==> config.mk <==
export PLATFORM = sky130hd
export DESIGN_NAME = soundex_encoder_unit_flat
export DESIGN_NICKNAME = d
export VERILOG_FILES = /design/src/design/sndx_pkg.sv /design/src/design/sndx_if.sv /design/src/design/sndx_classify.sv /design/src/design/sndx_accum.sv /design/src/design/soundex_encoder_unit.sv /design/src/flat_wrapper.sv
export SDC_FILE = /design/constraint.sdc
export NUM_CORES = 1
export LEC_CHECK = 0
export BUFFER_PORTS_ARGS = -buffer_cell sky130_fd_sc_hd__buf_2
export CAP_MARGIN = 30
export CORE_AREA = 8 8 91 77
export CTS_BUF_LIST = sky130_fd_sc_hd__clkbuf_16
export DETAILED_ROUTE_END_ITERATION = 10
export DIE_AREA = 0 0 99 85
export PLACE_DENSITY_LB_ADDON = 0.25
export SLEW_MARGIN = 20
export SYNTH_ARGS = -nofsm -noshare
export SYNTH_HDL_FRONTEND = slang
export SYNTH_SLANG_ARGS = --single-unit
export TNS_END_PERCENT = 5
==> constraint.sdc <==
create_clock -name clk -period 4.29 [get_ports clk]
set_clock_uncertainty 0.05 [all_clocks]
set_input_delay 0.2145 -clock clk [delete_from_list [all_inputs] [get_ports clk]]
set_output_delay 0.2145 -clock clk [all_outputs]
set_load 0.005 [all_outputs]
==> src/design/sndx_pkg.sv <==
// Shared types, constants and the letter class table of the Soundex encoder.
`timescale 1ns / 1ps

package sndx_pkg;

	localparam int DigitWidth  = 3;
	localparam int ByteWidth   = 8;
	localparam int OutDigits   = 3;
	localparam int AlphaSize   = 26;

	localparam logic [ByteWidth-1:0] UpperA    = 8'h41;
	localparam logic [ByteWidth-1:0] UpperZ    = 8'h5A;
	localparam logic [ByteWidth-1:0] LowerA    = 8'h61;
	localparam logic [ByteWidth-1:0] LowerZ    = 8'h7A;
	localparam logic [ByteWidth-1:0] CaseShift = 8'h20;

	localparam logic [DigitWidth-1:0] ClassNone = 3'd0;

	typedef logic [DigitWidth-1:0] digit_t;

	// Class per letter, A first.
	localparam digit_t ClassTable [AlphaSize] = '{
		3'd0, 3'd1, 3'd2, 3'd3, 3'd0, 3'd1, 3'd2, 3'd0, 3'd0, 3'd2, 3'd2, 3'd4, 3'd5,
		3'd5, 3'd0, 3'd1, 3'd2, 3'd6, 3'd2, 3'd3, 3'd0, 3'd1, 3'd0, 3'd2, 3'd0, 3'd2
	};

	typedef struct packed {
		logic                 is_letter;
		logic [ByteWidth-1:0] upper;
		digit_t               cls;
	} sndx_letter_t;

	typedef struct packed {
		logic [ByteWidth-1:0] lead_letter;
		digit_t               digit_one;
		digit_t               digit_two;
		digit_t               digit_three;
		logic                 has_letter;
	} sndx_code_t;

endpackage

==> src/design/sndx_if.sv <==
// Valid/ready channel interfaces for the character input and the code output.
`timescale 1ns / 1ps

interface sndx_char_if;
	logic       valid;
	logic       ready;
	logic [7:0] char_in;
	logic       last_char;

	modport source (output valid, output char_in, output last_char, input ready);
	modport sink   (input valid, input char_in, input last_char, output ready);
endinterface

interface sndx_code_if;
	logic       valid;
	logic       ready;
	logic [7:0] lead_letter;
	logic [2:0] digit_one;
	logic [2:0] digit_two;
	logic [2:0] digit_three;
	logic       has_letter;

	modport source (output valid, output lead_letter, output digit_one, output digit_two,
		output digit_three, output has_letter, input ready);
	modport sink   (input valid, input lead_letter, input digit_one, input digit_two,
		input digit_three, input has_letter, output ready);
endinterface

==> src/design/sndx_classify.sv <==
// Letter decode: case folding and class lookup for one byte.
`timescale 1ns / 1ps

module sndx_classify (
	input  logic [7:0]            char_in,
	output sndx_pkg::sndx_letter_t letter
);
	import sndx_pkg::*;

	logic                 is_lower;
	logic                 is_upper;
	logic [ByteWidth-1:0] up;
	logic [ByteWidth-1:0] offset;

	assign is_lower = (char_in >= LowerA) && (char_in <= LowerZ);
	assign is_upper = (char_in >= UpperA) && (char_in <= UpperZ);
	assign up       = is_lower ? (char_in - CaseShift) : char_in;
	assign offset   = up - UpperA;

	always_comb begin
		letter.is_letter = is_lower || is_upper;
		letter.upper     = up;
		// Non-letters index out of range; the index is truncated and the class ignored.
		if (letter.is_letter) begin
			letter.cls = ClassTable[offset[4:0]];
		end else begin
			letter.cls = ClassNone;
		end
	end

endmodule

==> src/design/sndx_accum.sv <==
// Per-name state: lead letter, previous class and the stored code digits.
`timescale 1ns / 1ps

module sndx_accum #(
	parameter int CODE_LENGTH = 4
) (
	input  logic                   clk,
	input  logic                   arst_n,
	input  logic                   step,
	input  logic                   last_char,
	input  sndx_pkg::sndx_letter_t letter,
	output sndx_pkg::sndx_code_t   code
);
	import sndx_pkg::*;

	localparam int Slots = CODE_LENGTH - 1;
	localparam int CntW  = $clog2(CODE_LENGTH);

	logic                 seen_q,  seen_n;
	logic [ByteWidth-1:0] first_q, first_n;
	digit_t               prev_q,  prev_n;
	logic [CntW-1:0]      count_q, count_n;
	digit_t               store_q [Slots];
	digit_t               store_n [Slots];
	digit_t               digit_out [OutDigits];

	always_comb begin
		seen_n  = seen_q;
		first_n = first_q;
		prev_n  = prev_q;
		count_n = count_q;
		for (int k = 0; k < Slots; k++) begin
			store_n[k] = store_q[k];
		end
		if (letter.is_letter) begin
			if (!seen_q) begin
				seen_n  = 1'b1;
				first_n = letter.upper;
			end else if (letter.cls != prev_q && letter.cls != ClassNone &&
					count_q < CntW'(Slots)) begin
				for (int k = 0; k < Slots; k++) begin
					if (count_q == CntW'(k)) begin
						store_n[k] = letter.cls;
					end
				end
				count_n = count_q + CntW'(1);
			end
			prev_n = letter.cls;
		end
	end

	always_ff @(posedge clk or negedge arst_n) begin
		if (!arst_n) begin
			seen_q  <= 1'b0;
			first_q <= '0;
			prev_q  <= ClassNone;
			count_q <= '0;
			for (int k = 0; k < Slots; k++) begin
				store_q[k] <= ClassNone;
			end
		end else if (step) begin
			if (last_char) begin
				seen_q  <= 1'b0;
				first_q <= '0;
				prev_q  <= ClassNone;
				count_q <= '0;
				for (int k = 0; k < Slots; k++) begin
					store_q[k] <= ClassNone;
				end
			end else begin
				seen_q  <= seen_n;
				first_q <= first_n;
				prev_q  <= prev_n;
				count_q <= count_n;
				for (int k = 0; k < Slots; k++) begin
					store_q[k] <= store_n[k];
				end
			end
		end
	end

	// Pad with zeros past the stored digits and past the slot count.
	for (genvar k = 0; k < OutDigits; k++) begin : g_digit
		if (k < Slots) begin : g_live
			assign digit_out[k] = (CntW'(k) < count_n) ? store_n[k] : ClassNone;
		end else begin : g_pad
			assign digit_out[k] = ClassNone;
		end
	end

	assign code.lead_letter = seen_n ? first_n : '0;
	assign code.digit_one   = digit_out[0];
	assign code.digit_two   = digit_out[1];
	assign code.digit_three = digit_out[2];
	assign code.has_letter  = seen_n;

endmodule

==> src/design/soundex_encoder_unit.sv <==
// Top level of the streaming Soundex encoder.
`timescale 1ns / 1ps

// Soundex encoder: feed a name one byte per beat on char_ch and mark its final
// byte with last_char. Bytes that are not ASCII letters are skipped. On the
// final byte one beat leaves on code_ch with the upper-case first letter,
// three code digits (0 where padded; CODE_LENGTH-1 digits are kept, at most
// three shown) and has_letter, which is 0 for a name with no letters (then all
// other fields are 0). Rate: one byte per clock, but for the stall below. A byte
// lands in the input register on the cycle it is accepted, and is then folded
// into the per-name state through one table lookup and compare; a final byte
// also loads the result register, from which the code leaves. The result
// register decouples the sides: bytes keep flowing while a code waits, and only
// a further final byte stalls behind an untaken code.
module soundex_encoder_unit #(
	parameter int CODE_LENGTH = 4
) (
	input  logic        clk,
	input  logic        arst_n,
	sndx_char_if.sink   char_ch,
	sndx_code_if.source code_ch
);
	import sndx_pkg::*;

	// Input register stage.
	logic                 valid_s1;
	logic [ByteWidth-1:0] char_s1;
	logic                 last_s1;

	// Result register.
	logic                 out_valid_q;
	sndx_code_t           code_q;

	sndx_letter_t         letter;
	sndx_code_t           code_next;
	logic                 advance;
	logic                 step;

	// Stage 1 moves on unless it holds a final byte and the result register
	// is still full.
	assign advance = !last_s1 || !out_valid_q || code_ch.ready;
	assign step    = valid_s1 && advance;
	assign char_ch.ready = !valid_s1 || advance;

	always_ff @(posedge clk or negedge arst_n) begin
		if (!arst_n) begin
			valid_s1 <= 1'b0;
		end else if (char_ch.ready) begin
			valid_s1 <= char_ch.valid;
		end
	end

	// Payload needs no reset; hold while stalled.
	always_ff @(posedge clk) begin
		if (char_ch.ready && char_ch.valid) begin
			char_s1 <= char_ch.char_in;
			last_s1 <= char_ch.last_char;
		end
	end

	sndx_classify u_classify (
		.char_in (char_s1),
		.letter  (letter)
	);

	sndx_accum #(
		.CODE_LENGTH (CODE_LENGTH)
	) u_accum (
		.clk       (clk),
		.arst_n    (arst_n),
		.step      (step),
		.last_char (last_s1),
		.letter    (letter),
		.code      (code_next)
	);

	// Load the result on a final byte; drop it once taken.
	always_ff @(posedge clk or negedge arst_n) begin
		if (!arst_n) begin
			out_valid_q <= 1'b0;
		end else if (step && last_s1) begin
			out_valid_q <= 1'b1;
		end else if (code_ch.ready) begin
			out_valid_q <= 1'b0;
		end
	end

	always_ff @(posedge clk) begin
		if (step && last_s1) begin
			code_q <= code_next;
		end
	end

	assign code_ch.valid       = out_valid_q;
	assign code_ch.lead_letter = code_q.lead_letter;
	assign code_ch.digit_one   = code_q.digit_one;
	assign code_ch.digit_two   = code_q.digit_two;
	assign code_ch.digit_three = code_q.digit_three;
	assign code_ch.has_letter  = code_q.has_letter;

endmodule
==> src/flat_wrapper.sv <==
// flat-port wrapper written by rule: the top's interface ports become plain ports
module soundex_encoder_unit_flat import sndx_pkg::*;
#(
	parameter int CODE_LENGTH = 4
)
  (clk, arst_n, char_ch_valid, char_ch_char_in, char_ch_last_char, char_ch_ready, code_ch_valid, code_ch_lead_letter, code_ch_digit_one, code_ch_digit_two, code_ch_digit_three, code_ch_has_letter, code_ch_ready);
  sndx_char_if char_ch_i ();
  sndx_code_if code_ch_i ();
  input  logic clk;
  input  logic arst_n;
  input wire logic [$bits(char_ch_i.valid)-1:0] char_ch_valid;
  input wire logic [$bits(char_ch_i.char_in)-1:0] char_ch_char_in;
  input wire logic [$bits(char_ch_i.last_char)-1:0] char_ch_last_char;
  output wire logic [$bits(char_ch_i.ready)-1:0] char_ch_ready;
  output wire logic [$bits(code_ch_i.valid)-1:0] code_ch_valid;
  output wire logic [$bits(code_ch_i.lead_letter)-1:0] code_ch_lead_letter;
  output wire logic [$bits(code_ch_i.digit_one)-1:0] code_ch_digit_one;
  output wire logic [$bits(code_ch_i.digit_two)-1:0] code_ch_digit_two;
  output wire logic [$bits(code_ch_i.digit_three)-1:0] code_ch_digit_three;
  output wire logic [$bits(code_ch_i.has_letter)-1:0] code_ch_has_letter;
  input wire logic [$bits(code_ch_i.ready)-1:0] code_ch_ready;
  assign char_ch_i.valid = char_ch_valid;
  assign char_ch_i.char_in = char_ch_char_in;
  assign char_ch_i.last_char = char_ch_last_char;
  assign char_ch_ready = char_ch_i.ready;
  assign code_ch_valid = code_ch_i.valid;
  assign code_ch_lead_letter = code_ch_i.lead_letter;
  assign code_ch_digit_one = code_ch_i.digit_one;
  assign code_ch_digit_two = code_ch_i.digit_two;
  assign code_ch_digit_three = code_ch_i.digit_three;
  assign code_ch_has_letter = code_ch_i.has_letter;
  assign code_ch_i.ready = code_ch_ready;
  soundex_encoder_unit #(.CODE_LENGTH(CODE_LENGTH)) u_core (.clk(clk), .arst_n(arst_n), .char_ch(char_ch_i), .code_ch(code_ch_i));
endmodule
==> results.md, run 1 <==
* Required time of the worst setup path at 4340 ps
* Tightest Hold Check Type: in2reg
* Post-synth net total at 337
* Fraction of power consumed by sequential logic at 48.4%
* Compound-gate portion of the synthesized area at 20.58%
* Share of flip-flops with an asynchronous set or reset at 48.08%
* Leakage at 0.001366 uW
* Die extent in x at 99 um
* Status: finished, final reports clean
* Proportion of power drawn by combinational gates at 23.7%
* N_diodes at 0
* Maximum fanout along the worst path at 11
* Remaining design rule violation count at 0
* Routed vias/inst at 6.041
* Clock sink count at 52
* Final Hold Vio Count at 0
* Number of flops mapped to enable cells by yosys at 27
* Die height at 85 um
* Endpoint class of the critical path: register
* Deepest clock path buffer count at 2
* Placer's final routability congestion estimate at 0.8288
* Worst slew slack as a fraction of its limit at 49.81%
* Switch Pwr at 429.8 uW
* Final instance area at 3437 um2
* Fmax at 0.2549 GHz
* Clk slew on worst S/H paths at 70 ps
* I/O pin cnt at 33
* Vias after detailed routing at 2477
* Primary FF master, synth: edfxtp_1
* Mux cell area share after synthesis at 2.013%
* Actual slew at the worst max-slew pin at 743.3 ps
* Synthesized-area fraction occupied by xor and xnor cells at 0.5752%
* Worst path arrival time at 3970 ps
* Final sum of negative setup slack at 0 ps
* Most area-consuming cells after synthesis: edfxtp_1 27%, dfrtp_1 21%, ha_1 4.9%
* Routed length per placed instance at 16.47 um
* CTS Root Cell: clkbuf_16
* Worst vdd rail ir drop at 0.2291 mV
* Clock tree from TritonCTS: done
* Number of rows created at floorplan at 25
* Number of antenna violations at the first check in global routing at 0
* Arithmetic-cell share of the synthesized area counting full adders, half adders and majority gates at 4.930%
* Residual antenna-violating net count after detailed routing at 0
* Portion of the post-synthesis area used by sequential elements at 47.17%
* Path type of the worst setup path: reg2reg
* Number of buffers inserted by port buffering at 32
* Number of buffers created by CTS at 5
* Slowest-stage cell, CP: or4_1
* CTS H-tree lvls at 2
* Crit path time final at 3922 ps
* Ratio of final minimum period to clock period at 91.43%
* Final setup vio count at 0
* Core area at 5599 um2
* Internal power of the cells at 951.6 uW
* Power density over the cells at 401.9 nW/um2
* Final global-route overflow total at 0
* Layout Area Growth over Synthesis at 12.86%
* Synthesized instance count at 312
* Largest area contributor in the netlist: edfxtp_1
* Share of cells above drive strength 1 at 17.49%
* Critical-path cell list: inv_1 -> ha_1 -> inv_1 -> ha_1 -> a31o_2 -> a21oi_1 -> or4_1 -> and2_0 -> or3_1 -> a31oi_4 -> buf_4 -> nand3_2 -> o32ai_1
* Initial cell density of the core at 54.39%
* Warnings from Yosys at 0
* Unique cell type count in the Yosys netlist at 59
* First drt pass iteration count at 5
* Clock latency of the later-clocked register in the worst-skew pair at 280 ps
* Switching Share at 31.11%
* Vias in the first global route at 2241
* Clock share of power at 28.0%
* Slowest Stage Delay on Critical Path at 530 ps
* Overall Global Routing Usage at 16.51%
* Post-Syn Area at 3045 um2
* Mean Syn Cell Area at 9.761 um2
* Area post-placement at 3276 um2
* Simple-gate area share of the yosys netlist at 18.98%
* Final core utilization at 61.39%
* Count of routing violations after the opening detailed-route iteration at 157
* Wire length of the first global-routing pass at 11.32 mm
* Type of element launching the critical path: register
* # nets final at 367
* Leading cell types in the layout, fill and taps excluded: 32 x buf_2, 28 x nand2_1, 27 x edfxtp_1, 25 x dfrtp_1, 22 x nor2_1
* Combinational family with the most area after synthesis: compound AO/OA/AOI/OAI gates
* Setup repair after global routing missed its margin: no
* Yosys top cell area share at 26.62%
* Number of max-slew violations in the final report at 0
* Most common cell after layout, fill and taps aside: buf_2
* DIE AREA at 8415 um2
* Buffer count from post-CTS setup fixing at 0
* Pin count of the biggest net entering global routing at 26
* Aggregate routed wire length at 6.753 mm
* Register bit count reported by yosys at 52
* Total half-perimeter wirelength after legalization and detailed placement at 4.893 mm
* Max-capacitance violation count at 0
==> synth_stat cells, types with 2 or more instances <==
cell type / count
nand2_1: 28
edfxtp_1: 27
dfrtp_1: 25
nor2_1: 22
o21ai_0: 20
inv_1: 18
clkbuf_1: 15
a21oi_1: 12
ha_1: 12
nand3_1: 10
o211ai_1: 9
a211o_1: 7
a22oi_1: 7
and2_1: 7
nor3_1: 6
mux2i_1: 5
nand4_1: 5
o22ai_1: 5
a211oi_1: 4
a22o_1: 4
a32o_1: 4
nand2b_1: 4
nand3b_1: 4
nor2b_1: 4
o31ai_1: 4
or3_1: 4
and3_1: 3
a311o_1: 2
buf_1: 2
buf_2: 2
buf_6: 2
xor2_1: 2
==> stage by stage <==
step / cells / worst slack [ps] / power, uW / hold slack, ps
finish: 410 / 367.5 / 1381 / 54.29
global route: 410 / 132.1 / 1459 / 48.21
CTS: 410 / 265.2 / 1382 / 52.14
detailed placement: 401 / 285.4 / 997.2 / 207.0
global placement: 401 / 445.0 / 993.5 / 197.3
floorplan: 312 / 525.3 / 904.3 / -131.1
==> final timing paths <==
check	slack [ps]	cells past startpoint	endpoint	from
hold reg to reg	460	2	u_core.u_accum.first_q[6]	u_core.u_accum.first_q[6]
hold / removal	50	1	u_core.last_s1	char_ch_last_char
min in group asynchronous	420	2	u_core.u_accum.store_q[3]	arst_n
setup / recovery	370	13	u_core.code_ch.digit_one[1]	u_core.char_s1[0]
setup reg to reg	370	13	u_core.code_ch.digit_one[1]	u_core.char_s1[0]
max in group asynchronous	3390	2	u_core.u_accum.first_q[1]	arst_n
==> power by group through the flow <==
| stage | logic (uW) | registers, uW | clock network [uW] |
|---|---|---|---|
| after floorplan | 254 | 650 | 0 |
| after global placement | 319 | 675 | 0 |
| after detailed placement | 321 | 676 | 0 |
| after CTS | 323 | 666 | 393 |
| after global routing | 369 | 678 | 412 |
| final | 327 | 668 | 386 |
==> repair_timing <==
item                       CTS  global route
hold endpoints to repair    25             0
gates resized for setup      0             1
setup endpoints to repair    0             1
hold buffers                 1             0
==> metal layers <==
layer / track usage [%] / wire length [um]
met5: 0 / 0
met4: 3.199 / 43
met3: 3.598 / 392
met2: 24.08 / 2939
met1: 24.28 / 3378
==> cells by family (layout without fill, tap and decap cells) <==
family          count (synthesis)  count (layout)
fa+ha+maj                      12              12
buf+inv                        41              72
compound gates                 89              89
simple gates                  110             110
mux                             6               6
flops                          52              52
xor+xnor                        2               2
==> registers in the layout, summed over array words and instances, names as in the netlist <==
name	cells
u_core.u_accum.store_q	9
u_core.code_ch.digit_three	3
u_core.valid_s1	1
u_core.u_accum.seen_q	1
u_core.code_ch.lead_letter	8
u_core.u_accum.first_q	8
u_core.char_s1	8
u_core.code_ch.digit_two	3
u_core.code_ch.valid	1
u_core.last_s1	1
u_core.code_ch.has_letter	1
u_core.u_accum.prev_q	3
u_core.u_accum.count_q	2
u_core.code_ch.digit_one	3
==> worst max-delay path: cells and delay by family, from the launching register on <==
| family | cells | cell delay [ps] |
|---|---|---|
| fa+ha+maj | 2 | 690 |
| buf+inv | 3 | 460 |
| compound gates | 4 | 820 |
| flops | 1 | 390 |
| simple gates | 4 | 1320 |
==> final cells by class <==
cell class / instances / area, um2
Clock buffer: 5 / 125.1
Clock inverter: 3 / 17.52
Fill cell: 452 / 2162
Inverter: 19 / 71.32
Multi-Input combinational cell: 219 / 1443
Sequential cell: 52 / 1436
Tap cell: 67 / 83.83
Timing Repair Buffer: 45 / 260.3
(Power assumes the default switching activity.)
==> inputs of run 2 (changes only) <==
--- a/config.mk
+++ b/config.mk
@@ -7,10 +7,10 @@
 export LEC_CHECK = 0
 export BUFFER_PORTS_ARGS = -buffer_cell sky130_fd_sc_hd__buf_2
 export CAP_MARGIN = 30
-export CORE_AREA = 8 8 91 77
+export CORE_AREA = 4 4 87 73
 export CTS_BUF_LIST = sky130_fd_sc_hd__clkbuf_16
 export DETAILED_ROUTE_END_ITERATION = 10
-export DIE_AREA = 0 0 99 85
+export DIE_AREA = 0 0 91 77
 export PLACE_DENSITY_LB_ADDON = 0.25
 export SLEW_MARGIN = 20
 export SYNTH_ARGS = -nofsm -noshare
==> results.md, run 2 (synthesized netlist as in run 1, its figures left out) <==
* Overall Global Routing Usage at 19.97% (+3.5 points)
* Buf+Inv Stages, Crit Path at 3 (unchanged)
* Clock sink count at 52 (unchanged)
* Remaining design rule violation count at 0 (unchanged)
* Fill count at 432 (-4.4%)
* Clock tree from TritonCTS: done
* Setup repair after global routing missed its margin: no
* Wire length of the first global-routing pass at 11.43 mm (+0.98%)
* Critical-path cell list: inv_1 -> ha_1 -> inv_1 -> ha_1 -> a31o_2 -> a21oi_1 -> or4_1 -> and2_0 -> or3_1 -> a31oi_2 -> buf_4 -> mux2_2 -> o32ai_1
* Ratio of final minimum period to clock period at 91.15% (-0.28 points)
* Worst slew slack as a fraction of its limit at 45.34% (-4.5 points)
* I/O pin cnt at 33 (unchanged)
* CTS H-tree lvls at 2 (unchanged)
* Fmax at 0.2557 GHz (+0.31%)
* Count of routing violations after the opening detailed-route iteration at 322 (+110%)
* # nets final at 368 (+0.27%)
* Status: finished, final reports clean
* Required time of the worst setup path at 4340 ps (about the same)
* Die height at 77 um (-9.4%)
* Final instance area at 3435 um2 (about the same)
* Number of buffers inserted by port buffering at 32 (unchanged)
* Flip-flop and latch area at 1436 um2 (unchanged)
* Core area at 5405 um2 (-3.5%)
* Actual slew at the worst max-slew pin at 820.0 ps (+76.61 ps)
* Tightest Hold Check Type: in2reg
* Power density over the cells at 403.1 nW/um2 (+0.30%)
* N_diodes at 0 (unchanged)
* Worst path arrival time at 3960 ps (about the same)
* Crit path time final at 3910 ps (-12.22 ps)
* Area post-placement at 3281 um2 (+0.15%)
* Pin count of the biggest net entering global routing at 26 (unchanged)
* Number of antenna violations at the first check in global routing at 0 (unchanged)
* Clk slew on worst S/H paths at 70 ps (about the same)
* Vias after detailed routing at 2531 (+2.2%)
* Aggregate routed wire length at 6.799 mm (+0.68%)
* Vias in the first global route at 2247 (+0.27%)
* Deepest clock path buffer count at 2 (unchanged)
* Leakage at 0.001362 uW (-0.24%)
* Number of max-slew violations in the final report at 0 (unchanged)
* Total half-perimeter wirelength after legalization and detailed placement at 4.892 mm (about the same)
* Routed length per placed instance at 16.62 um (+0.93%)
* Number of buffers created by CTS at 5 (unchanged)
* Endpoint class of the critical path: register
* First drt pass iteration count at 5 (unchanged)
* Largest register FFs at 9 (unchanged)
* Residual antenna-violating net count after detailed routing at 0 (unchanged)
* CP top delay family: simple AND/OR/NAND/NOR gates
* CTS Root Cell: clkbuf_16
* Type of element launching the critical path: register
* Layout Area Growth over Synthesis at 12.78% (about the same)
* Max-capacitance violation count at 0 (unchanged)
* Share of cells above drive strength 1 at 17.73% (+0.24 points)
* Final global-route overflow total at 0 (unchanged)
* Reg with most FFs: u_core.u_accum.store_q
* Number of rows created at floorplan at 24 (-4.0%)
* Most common cell after layout, fill and taps aside: buf_2
* Leading cell types in the layout, fill and taps excluded: 32 x buf_2, 28 x nand2_1, 27 x edfxtp_1, 25 x dfrtp_1, 22 x nor2_1
* Clock latency of the later-clocked register in the worst-skew pair at 280 ps (about the same)
* Area taken by multi-input logic gates at 1434 um2 (-0.61%)
* Maximum fanout along the worst path at 9 (-2)
* Final setup vio count at 0 (unchanged)
* Final sum of negative setup slack at 0 ps (unchanged)
* Slowest-stage cell, CP: or4_1
* Die extent in x at 91 um (-8.1%)
* DIE AREA at 7007 um2 (-17%)
* Placer's final routability congestion estimate at 0.8768 (+5.8%)
* Slowest Stage Delay on Critical Path at 530 ps (about the same)
* Routed vias/inst at 6.188 (+2.4%)
* Path type of the worst setup path: reg2reg
* Worst vdd rail ir drop at 0.2188 mV (-4.5%)
* Final Hold Vio Count at 0 (unchanged)
* PostCTS Resize Cnt at 0 (unchanged)
* Initial cell density of the core at 56.34% (+2.0 points)
run 2: cell types whose count changed in the layout (fill, tap and decap cells not counted):
cell and delta:
buf_4 +1, clkinv_2 -1, a31oi_2 +1, inv_6 -1, a31oi_4 -1, clkinvlp_4 +2
run 2: per-layer routing:
| layer | wire [um] | track usage (%) | vias up |
|---|---|---|---|
| li1 | - | - | 1214 |
| met1 | 3320 | 31.70 | 1179 |
| met4 | 48 | 3.163 | 0 |
| met5 | 0 | 0 | - |
| met2 | 2891 | 28.88 | 131 |
| met3 | 538 | 3.327 | 7 |
run 2: worst paths after layout:
| check | to | slack [ps] | from | depth (start not counted) |
|---|---|---|---|---|
| max in group asynchronous | u_core.u_accum.first_q[0] | 3400 | arst_n | 2 |
| worst max-delay path | u_core.code_ch.digit_one[1] | 380 | u_core.char_s1[0] | 13 |
| worst max register to register | u_core.code_ch.digit_one[1] | 380 | u_core.char_s1[0] | 13 |
| min in group asynchronous | u_core.u_accum.store_q[5] | 410 | arst_n | 2 |
| worst min-delay path | u_core.char_s1[4] | 50 | char_ch_char_in[4] | 1 |
| worst min register to register | u_core.u_accum.first_q[6] | 450 | u_core.u_accum.first_q[6] | 2 |
run 2: worst reg2reg max path: stages, from the launching register on:
cell and delay, ps:
edfxtp_1 410, inv_1 140, ha_1 260, inv_1 70, ha_1 430, a31o_2 150
a21oi_1 50, or4_1 530, and2_0 260, or3_1 380, a31oi_2 280, buf_4 220
mux2_2 370, o32ai_1 130
run 2: power breakdown:
| part | switching (uW) | total [uW] | internal, uW |
|---|---|---|---|
| clock network | 171 | 385 | 214 |
| logic | 188 | 329 | 141 |
| registers | 72.5 | 671 | 599 |
| total | 431 | 1380 | 954 |
run 2: through the flow:
| stage | instances | hold slack (ps) | util [%] | total power [uW] | worst slack, ps |
|---|---|---|---|---|---|
| after CTS | 409 | 47.80 | 63.54 | 1390 | 447.5 |
| after floorplan | 312 | -131.1 | - | 904.3 | 525.3 |
| after detailed placement | 400 | 197.3 | 60.69 | 1004 | 464.3 |
| after global routing | 409 | 46.70 | 63.54 | 1468 | 165.3 |
| after global placement | 400 | 200.7 | 60.69 | 994.4 | 594.5 |
| final | 409 | 53.52 | 63.54 | 1385 | 379.8 |
run 2: timing repair:
action | in CTS | in global routing
endpoints found under the hold margin | 25 | 0
setup buffers | 0 | 0
hold buffers | 1 | 0
run 2: cell type report:
cell class,count,share of cell area (%)
clock inverter,3,0.5464
sequential,52,41.82
clock buffer,5,3.643
inverter,19,2.077
tap,65,2.368
multi-input combinational,219,41.75
timing repair buffer,46,7.796
